<file path="src/rtl/core/pfg_pkg.sv">
`timescale 1ns / 1ps

package pfg_pkg;

    localparam int LEVEL_W       = 8;
    localparam int TABLE_ENTRIES = 256;
    localparam int TABLE_AW      = 8;
    localparam int FADE_W        = 16;
    localparam int CFG_IDX_W     = 2;
    localparam int CFG_DATA_W    = 16;

    // Item function codes; the fourth code is unused and ignored
    typedef enum logic [1:0] {
        FUNC_TICK  = 2'd0,
        FUNC_SET   = 2'd1,
        FUNC_GAMMA = 2'd2
    } func_t;

    // Configuration register indexes
    typedef enum logic [CFG_IDX_W-1:0] {
        REG_FADE_TIME       = 2'd0,
        REG_GAMMA_ENABLE    = 2'd1,
        REG_OUTPUT_ATTACHED = 2'd2
    } cfg_reg_t;

    typedef struct packed {
        func_t                func;
        logic [LEVEL_W-1:0]   level;
        logic [TABLE_AW-1:0]  table_index;
    } item_t;

    typedef struct packed {
        logic [LEVEL_W-1:0] duty;
        logic [LEVEL_W-1:0] linear_level;
    } result_t;

    typedef enum logic [2:0] {
        ST_IDLE,
        ST_INTERP,
        ST_DIVGO,
        ST_DIVWAIT,
        ST_CHECK,
        ST_LOOK,
        ST_EMIT
    } state_t;

    // Divider status seen by the sequencer
    typedef struct packed {
        logic busy;
        logic done;
    } div_stat_t;

endpackage

</file>
<file path="src/rtl/core/pfg_ram.sv">
`timescale 1ns / 1ps

module pfg_ram #(
    parameter int WIDTH = 8,
    parameter int DEPTH = 256
) (
    input  logic                     clk,
    input  logic                     we,
    input  logic [$clog2(DEPTH)-1:0] waddr,
    input  logic [WIDTH-1:0]         wdata,
    input  logic                     re,
    input  logic [$clog2(DEPTH)-1:0] raddr,
    output logic [WIDTH-1:0]         rdata
);

    logic [WIDTH-1:0] mem [DEPTH];
    logic [WIDTH-1:0] rdata_reg;

    // Write port and registered read port
    always_ff @(posedge clk)
    begin
        if (we)
        begin
            mem[waddr] <= wdata;
        end
        if (re)
        begin
            rdata_reg <= mem[raddr];
        end
    end

    assign rdata = rdata_reg;

endmodule

</file>
<file path="src/rtl/core/pfg_div.sv">
`timescale 1ns / 1ps

module pfg_div
    import pfg_pkg::*;
#(
    parameter int DVD_W = 24,
    parameter int DVS_W = 16
) (
    input  logic             clk,
    input  logic             rst_n,
    input  logic             start,
    input  logic [DVD_W-1:0] dividend,
    input  logic [DVS_W-1:0] divisor,
    output logic [DVD_W-1:0] quotient,
    output div_stat_t        stat
);

    localparam int CNT_W = $clog2(DVD_W);

    logic             busy_reg;
    logic [CNT_W-1:0] count_reg;
    logic [DVD_W-1:0] dvd_reg;
    logic [DVS_W-1:0] rem_reg;
    logic [DVS_W-1:0] dvs_reg;
    logic [DVS_W:0]   rem_shift;
    logic             fits;
    logic [DVS_W:0]   rem_diff;

    // One restoring step: shift in the next dividend bit, subtract if it fits
    assign rem_shift = {rem_reg, dvd_reg[DVD_W-1]};
    assign fits      = rem_shift >= {1'b0, dvs_reg};
    assign rem_diff  = rem_shift - {1'b0, dvs_reg};

    // Control: count one step per cycle
    always_ff @(posedge clk or negedge rst_n)
    begin
        if (!rst_n)
        begin
            busy_reg  <= 1'b0;
            count_reg <= '0;
        end
        else if (start)
        begin
            busy_reg  <= 1'b1;
            count_reg <= CNT_W'(DVD_W - 1);
        end
        else if (busy_reg)
        begin
            if (count_reg == '0)
            begin
                busy_reg <= 1'b0;
            end
            else
            begin
                count_reg <= count_reg - 1'b1;
            end
        end
    end

    // Datapath: quotient bits shift in behind the dividend bits
    always_ff @(posedge clk)
    begin
        if (start)
        begin
            dvd_reg <= dividend;
            rem_reg <= '0;
            dvs_reg <= divisor;
        end
        else if (busy_reg)
        begin
            dvd_reg <= {dvd_reg[DVD_W-2:0], fits};
            rem_reg <= fits ? rem_diff[DVS_W-1:0] : rem_shift[DVS_W-1:0];
        end
    end

    assign stat.busy = busy_reg;
    assign stat.done = busy_reg && (count_reg == '0);
    assign quotient  = {dvd_reg[DVD_W-2:0], fits};

    // The remainder always stays below the divisor
    a_rem_below: assert property (@(posedge clk) disable iff (!rst_n)
        busy_reg |-> (rem_reg < dvs_reg))
        else $error("divider remainder not below divisor");

endmodule

</file>
<file path="src/rtl/core/pwm_fade_with_gamma.sv">
`timescale 1ns / 1ps

// LED fade engine with gamma correction. A set item stores the target level; with a
// zero fade time or a detached output the level jumps there at once (a result goes
// out only when attached), otherwise a fade restarts from the present level. Each
// tick item counts one millisecond and moves the level to
// start + (target - start) * elapsed / fade_time, emitting a result when the level
// changes; duty is the gamma table entry for the level when gamma is enabled. A gamma
// item writes one table entry, which must be written before gamma reads it. A tick
// that interpolates runs the one-bit-per-cycle divider over the 8 + TIME_BITS bit
// product; a tick at or past the end of the fade skips the divider. An emitting
// set goes straight to the table read. An emitting item waits further while the
// previous result has not been taken. The block takes no new item while a tick or
// emit is in progress; one finished result waits in the output register while the
// next item is taken.
module pwm_fade_with_gamma
    import pfg_pkg::*;
#(
    parameter int TIME_BITS = 16
) (
    input  logic                  clk,
    input  logic                  rst_n,
    input  logic                  item_valid,
    output logic                  item_ready,
    input  item_t                 item,
    output logic                  result_valid,
    input  logic                  result_ready,
    output result_t               result,
    input  logic                  cfg_we,
    input  logic [CFG_IDX_W-1:0]  cfg_index,
    input  logic [CFG_DATA_W-1:0] cfg_data
);

    localparam int PROD_W = LEVEL_W + TIME_BITS;
    localparam int CMP_W  = (TIME_BITS > FADE_W) ? TIME_BITS : FADE_W;

    state_t               state_reg;
    state_t               state_next;
    logic [FADE_W-1:0]    fade_time_reg;
    logic                 gamma_en_reg;
    logic                 attached_reg;
    logic [LEVEL_W-1:0]   target_reg;
    logic [LEVEL_W-1:0]   cur_level_reg;
    logic [LEVEL_W-1:0]   start_reg;
    logic [TIME_BITS-1:0] elapsed_reg;
    logic [PROD_W-1:0]    product_reg;
    logic [LEVEL_W-1:0]   lvl_calc_reg;
    logic                 result_valid_reg;
    result_t              result_reg;

    logic                 accept;
    logic                 fade_idle;
    logic                 time_done;
    logic                 dir_down;
    logic [LEVEL_W-1:0]   span;
    logic                 slot_free;
    logic                 ram_we;
    logic                 ram_re;
    logic [LEVEL_W-1:0]   ram_rdata;
    logic                 div_start;
    logic [PROD_W-1:0]    div_quotient;
    div_stat_t            div_stat;

    assign accept    = item_valid && item_ready;
    assign fade_idle = (fade_time_reg == '0) || !attached_reg || (cur_level_reg == target_reg);
    assign time_done = CMP_W'(elapsed_reg) >= CMP_W'(fade_time_reg);
    assign dir_down  = target_reg < start_reg;
    assign span      = dir_down ? (start_reg - target_reg) : (target_reg - start_reg);
    assign slot_free = !result_valid_reg || result_ready;

    // Configuration writes
    always_ff @(posedge clk or negedge rst_n)
    begin
        if (!rst_n)
        begin
            fade_time_reg <= '0;
            gamma_en_reg  <= 1'b0;
            attached_reg  <= 1'b0;
        end
        else if (cfg_we)
        begin
            unique case (cfg_index)
                REG_FADE_TIME:       fade_time_reg <= cfg_data[FADE_W-1:0];
                REG_GAMMA_ENABLE:    gamma_en_reg  <= cfg_data[0];
                REG_OUTPUT_ATTACHED: attached_reg  <= cfg_data[0];
                default:             ;
            endcase
        end
    end

    // Next state
    always_comb
    begin
        state_next = state_reg;
        unique case (state_reg)
            ST_IDLE:
            begin
                if (item_valid)
                begin
                    case (item.func)
                        FUNC_TICK:
                        begin
                            if (!fade_idle)
                            begin
                                state_next = ST_INTERP;
                            end
                        end
                        FUNC_SET:
                        begin
                            if ((fade_time_reg == '0) && attached_reg)
                            begin
                                state_next = ST_LOOK;
                            end
                        end
                        default: ;
                    endcase
                end
            end
            ST_INTERP:  state_next = time_done ? ST_CHECK : ST_DIVGO;
            ST_DIVGO:   state_next = ST_DIVWAIT;
            ST_DIVWAIT: state_next = div_stat.done ? ST_CHECK : ST_DIVWAIT;
            ST_CHECK:   state_next = (lvl_calc_reg == cur_level_reg) ? ST_IDLE : ST_LOOK;
            ST_LOOK:    state_next = ST_EMIT;
            ST_EMIT:    state_next = slot_free ? ST_IDLE : ST_EMIT;
            default:    state_next = ST_IDLE;
        endcase
    end

    // Sequencer outputs
    always_comb
    begin
        item_ready = 1'b0;
        div_start  = 1'b0;
        ram_re     = 1'b0;
        unique case (state_reg)
            ST_IDLE:  item_ready = 1'b1;
            ST_DIVGO: div_start  = 1'b1;
            ST_LOOK:  ram_re     = 1'b1;
            default:  ;
        endcase
    end

    assign ram_we = accept && (item.func == FUNC_GAMMA);

    always_ff @(posedge clk or negedge rst_n)
    begin
        if (!rst_n)
        begin
            state_reg <= ST_IDLE;
        end
        else
        begin
            state_reg <= state_next;
        end
    end

    // Fade state: hold between items, update on transfer and on each step
    always_ff @(posedge clk or negedge rst_n)
    begin
        if (!rst_n)
        begin
            target_reg    <= '0;
            cur_level_reg <= '0;
            start_reg     <= '0;
            elapsed_reg   <= '0;
        end
        else if (accept)
        begin
            case (item.func)
                FUNC_TICK:
                begin
                    if ((CMP_W'(elapsed_reg) < CMP_W'(fade_time_reg)) && (elapsed_reg != '1))
                    begin
                        elapsed_reg <= elapsed_reg + 1'b1;
                    end
                end
                FUNC_SET:
                begin
                    target_reg <= item.level;
                    if ((fade_time_reg == '0) || !attached_reg)
                    begin
                        cur_level_reg <= item.level;
                    end
                    else
                    begin
                        start_reg   <= cur_level_reg;
                        elapsed_reg <= '0;
                    end
                end
                default: ;
            endcase
        end
        else if (state_reg == ST_CHECK)
        begin
            cur_level_reg <= lvl_calc_reg;
        end
    end

    // Interpolation datapath: multiply, then divide, then offset from the start
    always_ff @(posedge clk)
    begin
        if (state_reg == ST_INTERP)
        begin
            product_reg  <= PROD_W'(span) * PROD_W'(elapsed_reg);
            lvl_calc_reg <= target_reg;
        end
        else if ((state_reg == ST_DIVWAIT) && div_stat.done)
        begin
            lvl_calc_reg <= dir_down ? (start_reg - div_quotient[LEVEL_W-1:0])
                                     : (start_reg + div_quotient[LEVEL_W-1:0]);
        end
    end

    // Output register: load in emit when free, drop on transfer
    always_ff @(posedge clk or negedge rst_n)
    begin
        if (!rst_n)
        begin
            result_valid_reg <= 1'b0;
        end
        else if ((state_reg == ST_EMIT) && slot_free)
        begin
            result_valid_reg <= 1'b1;
        end
        else if (result_ready)
        begin
            result_valid_reg <= 1'b0;
        end
    end

    always_ff @(posedge clk)
    begin
        if ((state_reg == ST_EMIT) && slot_free)
        begin
            result_reg.duty         <= gamma_en_reg ? ram_rdata : cur_level_reg;
            result_reg.linear_level <= cur_level_reg;
        end
    end

    assign result_valid = result_valid_reg;
    assign result       = result_reg;

    pfg_div #(
        .DVD_W (PROD_W),
        .DVS_W (FADE_W)
    ) u_div (
        .clk      (clk),
        .rst_n    (rst_n),
        .start    (div_start),
        .dividend (product_reg),
        .divisor  (fade_time_reg),
        .quotient (div_quotient),
        .stat     (div_stat)
    );

    pfg_ram #(
        .WIDTH (LEVEL_W),
        .DEPTH (TABLE_ENTRIES)
    ) u_gamma_ram (
        .clk   (clk),
        .we    (ram_we),
        .waddr (item.table_index),
        .wdata (item.level),
        .re    (ram_re),
        .raddr (cur_level_reg),
        .rdata (ram_rdata)
    );

    // The partial step never exceeds the span between start and target
    a_quot_fits: assert property (@(posedge clk) disable iff (!rst_n)
        div_stat.done |-> (div_quotient <= PROD_W'(span)))
        else $error("interpolation quotient exceeds span");

    // The divider runs for the whole wait
    a_divwait_busy: assert property (@(posedge clk) disable iff (!rst_n)
        (state_reg == ST_DIVWAIT) |-> div_stat.busy)
        else $error("divider idle while sequencer waits");

    // A computed level lies between start and target
    a_level_between: assert property (@(posedge clk) disable iff (!rst_n)
        (state_reg == ST_CHECK) |->
            (dir_down ? ((lvl_calc_reg <= start_reg) && (lvl_calc_reg >= target_reg))
                      : ((lvl_calc_reg >= start_reg) && (lvl_calc_reg <= target_reg))))
        else $error("interpolated level outside fade range");

    // Results only go out to an attached output
    a_emit_attached: assert property (@(posedge clk) disable iff (!rst_n)
        $rose(result_valid_reg) |-> attached_reg)
        else $error("result emitted while output detached");

endmodule
</file>
<file path="config.mk">
export PLATFORM = sky130hd
export DESIGN_NAME = pwm_fade_with_gamma
export DESIGN_NICKNAME = d
export VERILOG_FILES = /design/src/rtl/core/pfg_pkg.sv /design/src/rtl/core/pfg_ram.sv /design/src/rtl/core/pfg_div.sv /design/src/rtl/core/pwm_fade_with_gamma.sv
export SDC_FILE = /design/constraint.sdc
export NUM_CORES = 2
export LEC_CHECK = 0
export BUFFER_PORTS_ARGS = -buffer_cell sky130_fd_sc_hd__buf_2
export CAP_MARGIN = 20
export CELL_PAD_IN_SITES_DETAIL_PLACEMENT = 0
export CELL_PAD_IN_SITES_GLOBAL_PLACEMENT = 1
export CORE_ASPECT_RATIO = 1.25
export CORE_MARGIN = 4
export CORE_UTILIZATION = 38
export DETAILED_ROUTE_END_ITERATION = 6
export PLACE_DENSITY = 0.62
export SLEW_MARGIN = 10
export SYNTH_ARGS = -nofsm -noshare
export SYNTH_HDL_FRONTEND = slang
export SYNTH_SLANG_ARGS = --single-unit
</file>
<file path="constraint.sdc">
create_clock -name clk -period 10.7 [get_ports clk]
set_input_delay 0.535 -clock clk [delete_from_list [all_inputs] [get_ports clk]]
set_output_delay 0.535 -clock clk [all_outputs]
set_load 0.02 [all_outputs]
</file>
==> results.cfg <==
[status]
status = finished, final reports clean

[placed_design]
place_hpwl_mm = 141
dpl_cell_area_um2 = 96800
place_congestion = 0.785
io_buffers = 58

[cts]
cts_tree = yes
insertion_delay_ns = 0.89
clock_path_buffers = 4
clk_pin_slew_ns = 0.06
cts_resized = 0
cts_buffers = 221
cts.sinks = 2228
cts-htree-levels = 4
cts_setup_buffers = 0
cts_root_buf = clkbuf_16

[critical_path]
arrival_ns = 8.59
crit_cells = 25
critical-path-top-delay-family = compound AO/OA/AOI/OAI gates
required_ns = 11.35
cp_max_fo = 11
crit_path_frequent_cell = fa_1
cpPeakStageDelay_ns = 0.86
ff2ff_path_depth = 25
crit_type = reg -> reg
worst_path_max_delay_cell = a21oi_1
critPathCaptureType = register
startpoint_type = register
cp_num_buf_inv = 4

[min_path]
hold_path_class = in -> reg
hold_depth = 3

[yosys]
synth_common_cells = 2144 x edfxtp_1, 640 x mux4_2, 324 x nor2_1
netlist.area_leader.share = 0.695
synth_edf_count = 2144
avgSynthCellArea_um2 = 19.7
synth_area_leader_cell = edfxtp_1
async_reset_ff_frac = 0.0305
ys_ff_latch = 2228
ys.flop_type = edfxtp_1
synth.cell_area_um2 = 92700
synthCells = 4709
yosysWarnings = 0
syn-num-nets = 4941
yosysUniqueCellTypes = 78
synth_area_leaders = edfxtp_1 69%, mux4_2 16%, fa_1 1.9%
yosysSeqAreaShare = 0.716
synth.most_common_cell = edfxtp_1

[grt]
grt_max_degree = 137
grt.overflow.total = 0
grt_pass1_wl_mm = 336
grt_usage = 0.180
antenna_found_initial = 12
grt_pass1_vias = 47074

[detailed_routing]
num_vias = 44891
drt_iter0_markers = 3812
viasPerCell = 5.49
wl_mm = 230
wire_per_inst_um = 28.1
drc = 0
dr.pass1.iters = 5
drtAntennaViolNets = 0

[timing]
slew_violations = 0
worst_pin_slew_ns = 1.08
fin_setup_tns_ns = 0
rsz0062_at_grt = false
setup_viol = 0
relSlewSlack = 0.280
hold_viol = 0
skew_ns = 0.0541
fin_crit_sh = 0.741
holdWs_ns = 0.0773
max_freq_mhz = 126
fin_crit_ns = 7.93

[floorplanning]
die_w_um = 450
core-area_um2 = 243000
dieArea_um2 = 252000
initial_core_util = 0.382
io_pins = 59
die_y_um = 560
placementRows = 202

[layout]
largest_reg_flops = 2048
regArea_um2 = 66400
multi_input_area_um2 = 24600
postLayoutCellArea_um2 = 104000
fin_nets = 5074
syn2layout_area_growth_pct = 12.1
nFillCells = 21050
drive_above_1_share = 0.230

[pwr]
power_density_nw_per_um2 = 248
ir_drop_uv = 212
p_leak_nw = 33.9

[flow_run]
maxCapViolCount = 0
-- cell type report --
cell class | instances | area share
timing repair buffer | 153 | 0.0118
antenna | 2 | 0.0000481
sequential | 2228 | 0.639
clock buffer | 263 | 0.0551
multi-input combinational | 2056 | 0.237
tap | 3162 | 0.0381
clock inverter | 136 | 0.0122
inverter | 182 | 0.00657
-- routing by layer --
metal,track usage,vias to the layer above,routed length (um)
li1,-,19190,-
met1,0.233,24256,92000
met2,0.318,1115,120000
met3,0.0252,324,10900
met4,0.0533,6,6680
met5,0,-,33
-- layout by cell type, fill, tap and decap left out, types with 24 or more instances in the layout --
cell type | netlist | final
fa_1 | 88 | 88
mux2i_1 | 88 | 88
ha_1 | 103 | 103
nand2_1 | 184 | 178
mux2_2 | 24 | 24
clkinv_1 | 0 | 50
xnor2_1 | 43 | 43
edfxtp_1 | 2144 | 2144
o21ai_0 | 82 | 82
clkbuf_1 | 127 | 40
mux4_2 | 640 | 640
and2_1 | 82 | 82
clkinv_2 | 0 | 44
clkbuf_16 | 0 | 223
dfrtp_1 | 68 | 62
a21oi_1 | 65 | 65
inv_1 | 180 | 179
buf_4 | 2 | 69
nor3_1 | 32 | 31
a22oi_1 | 32 | 32
nor2_1 | 324 | 324
buf_2 | 65 | 50
-- power breakdown --
group	switching (mW)	total (mW)	internal, mW
Clock	3.30	7.62	4.33
Combinational	4.35	7.88	3.53
Sequential	0.354	10.2	9.88
Total	8.00	25.7	17.7
-- cells by family after synthesis --
logic type,share of synthesized area
adders and majority gates,0.0329
muxes,0.168
xor gates and xnor gates,0.00576
and+or+nand+nor,0.0378
AOI/OAI and AO/OA,0.0204
buffers and inverters,0.0185
DFF,0.716
-- worst register-to-register path, stage by stage, from the launching register on --
cell      delay, ns
dfrtp_1        0.44
inv_1          0.09
ha_1           0.21
inv_1          0.07
fa_1           0.22
a21oi_1        0.10
o31a_1         0.27
a21oi_1        0.86
mux2_2         0.45
o21a_1         0.22
o31ai_4        0.46
nor2_4         0.15
and2_1         0.20
fa_1           0.51
fa_1           0.45
fa_1           0.50
inv_1          0.05
fa_1           0.47
inv_1          0.04
ha_1           0.34
a211o_1        0.33
a211oi_1       0.32
o21ai_0        0.17
a21oi_1        0.27
o21ai_0        0.20
o311ai_0       0.33
-- stage by stage --
step | worst slack [ns] | power [mW] | util | std cells
after detailed placement | 2.76 | 18.5 | 0.399 | 7763
after CTS | 2.72 | 26.1 | 0.428 | 8180
after global placement | 2.78 | 18.5 | 0.399 | 7761
after global routing | 2.12 | 26.9 | 0.428 | 8181
final | 2.77 | 25.7 | 0.428 | 8182
after floorplan | 4.04 | 15.7 | - | 4709
-- worst paths after layout --
kind,slack [ns],to,from
max,2.77,product_reg[22]$_DFFE_PP_,target_reg[0]$_DFFE_PN0P_
min,0.08,gamma_en_reg$_DFFE_PN0P_,cfg_we
max reg2reg,2.77,product_reg[22]$_DFFE_PP_,target_reg[0]$_DFFE_PN0P_
min reg2reg,0.50,u_div.rem_reg[15]$_SDFFE_PP0P_,u_div.rem_reg[14]$_SDFFE_PP0P_
max in group asynchronous,9.57,cur_level_reg[4]$_DFFE_PN0P_,rst_n
min in group asynchronous,0.42,target_reg[7]$_DFFE_PN0P_,rst_n
-- timing repair --
action                                  in CTS  in global routing
hold buffers                                18                  0
hold endpoints to repair                    86                  0
endpoints found under the setup margin       0                  0
(Power assumes the default switching activity.)
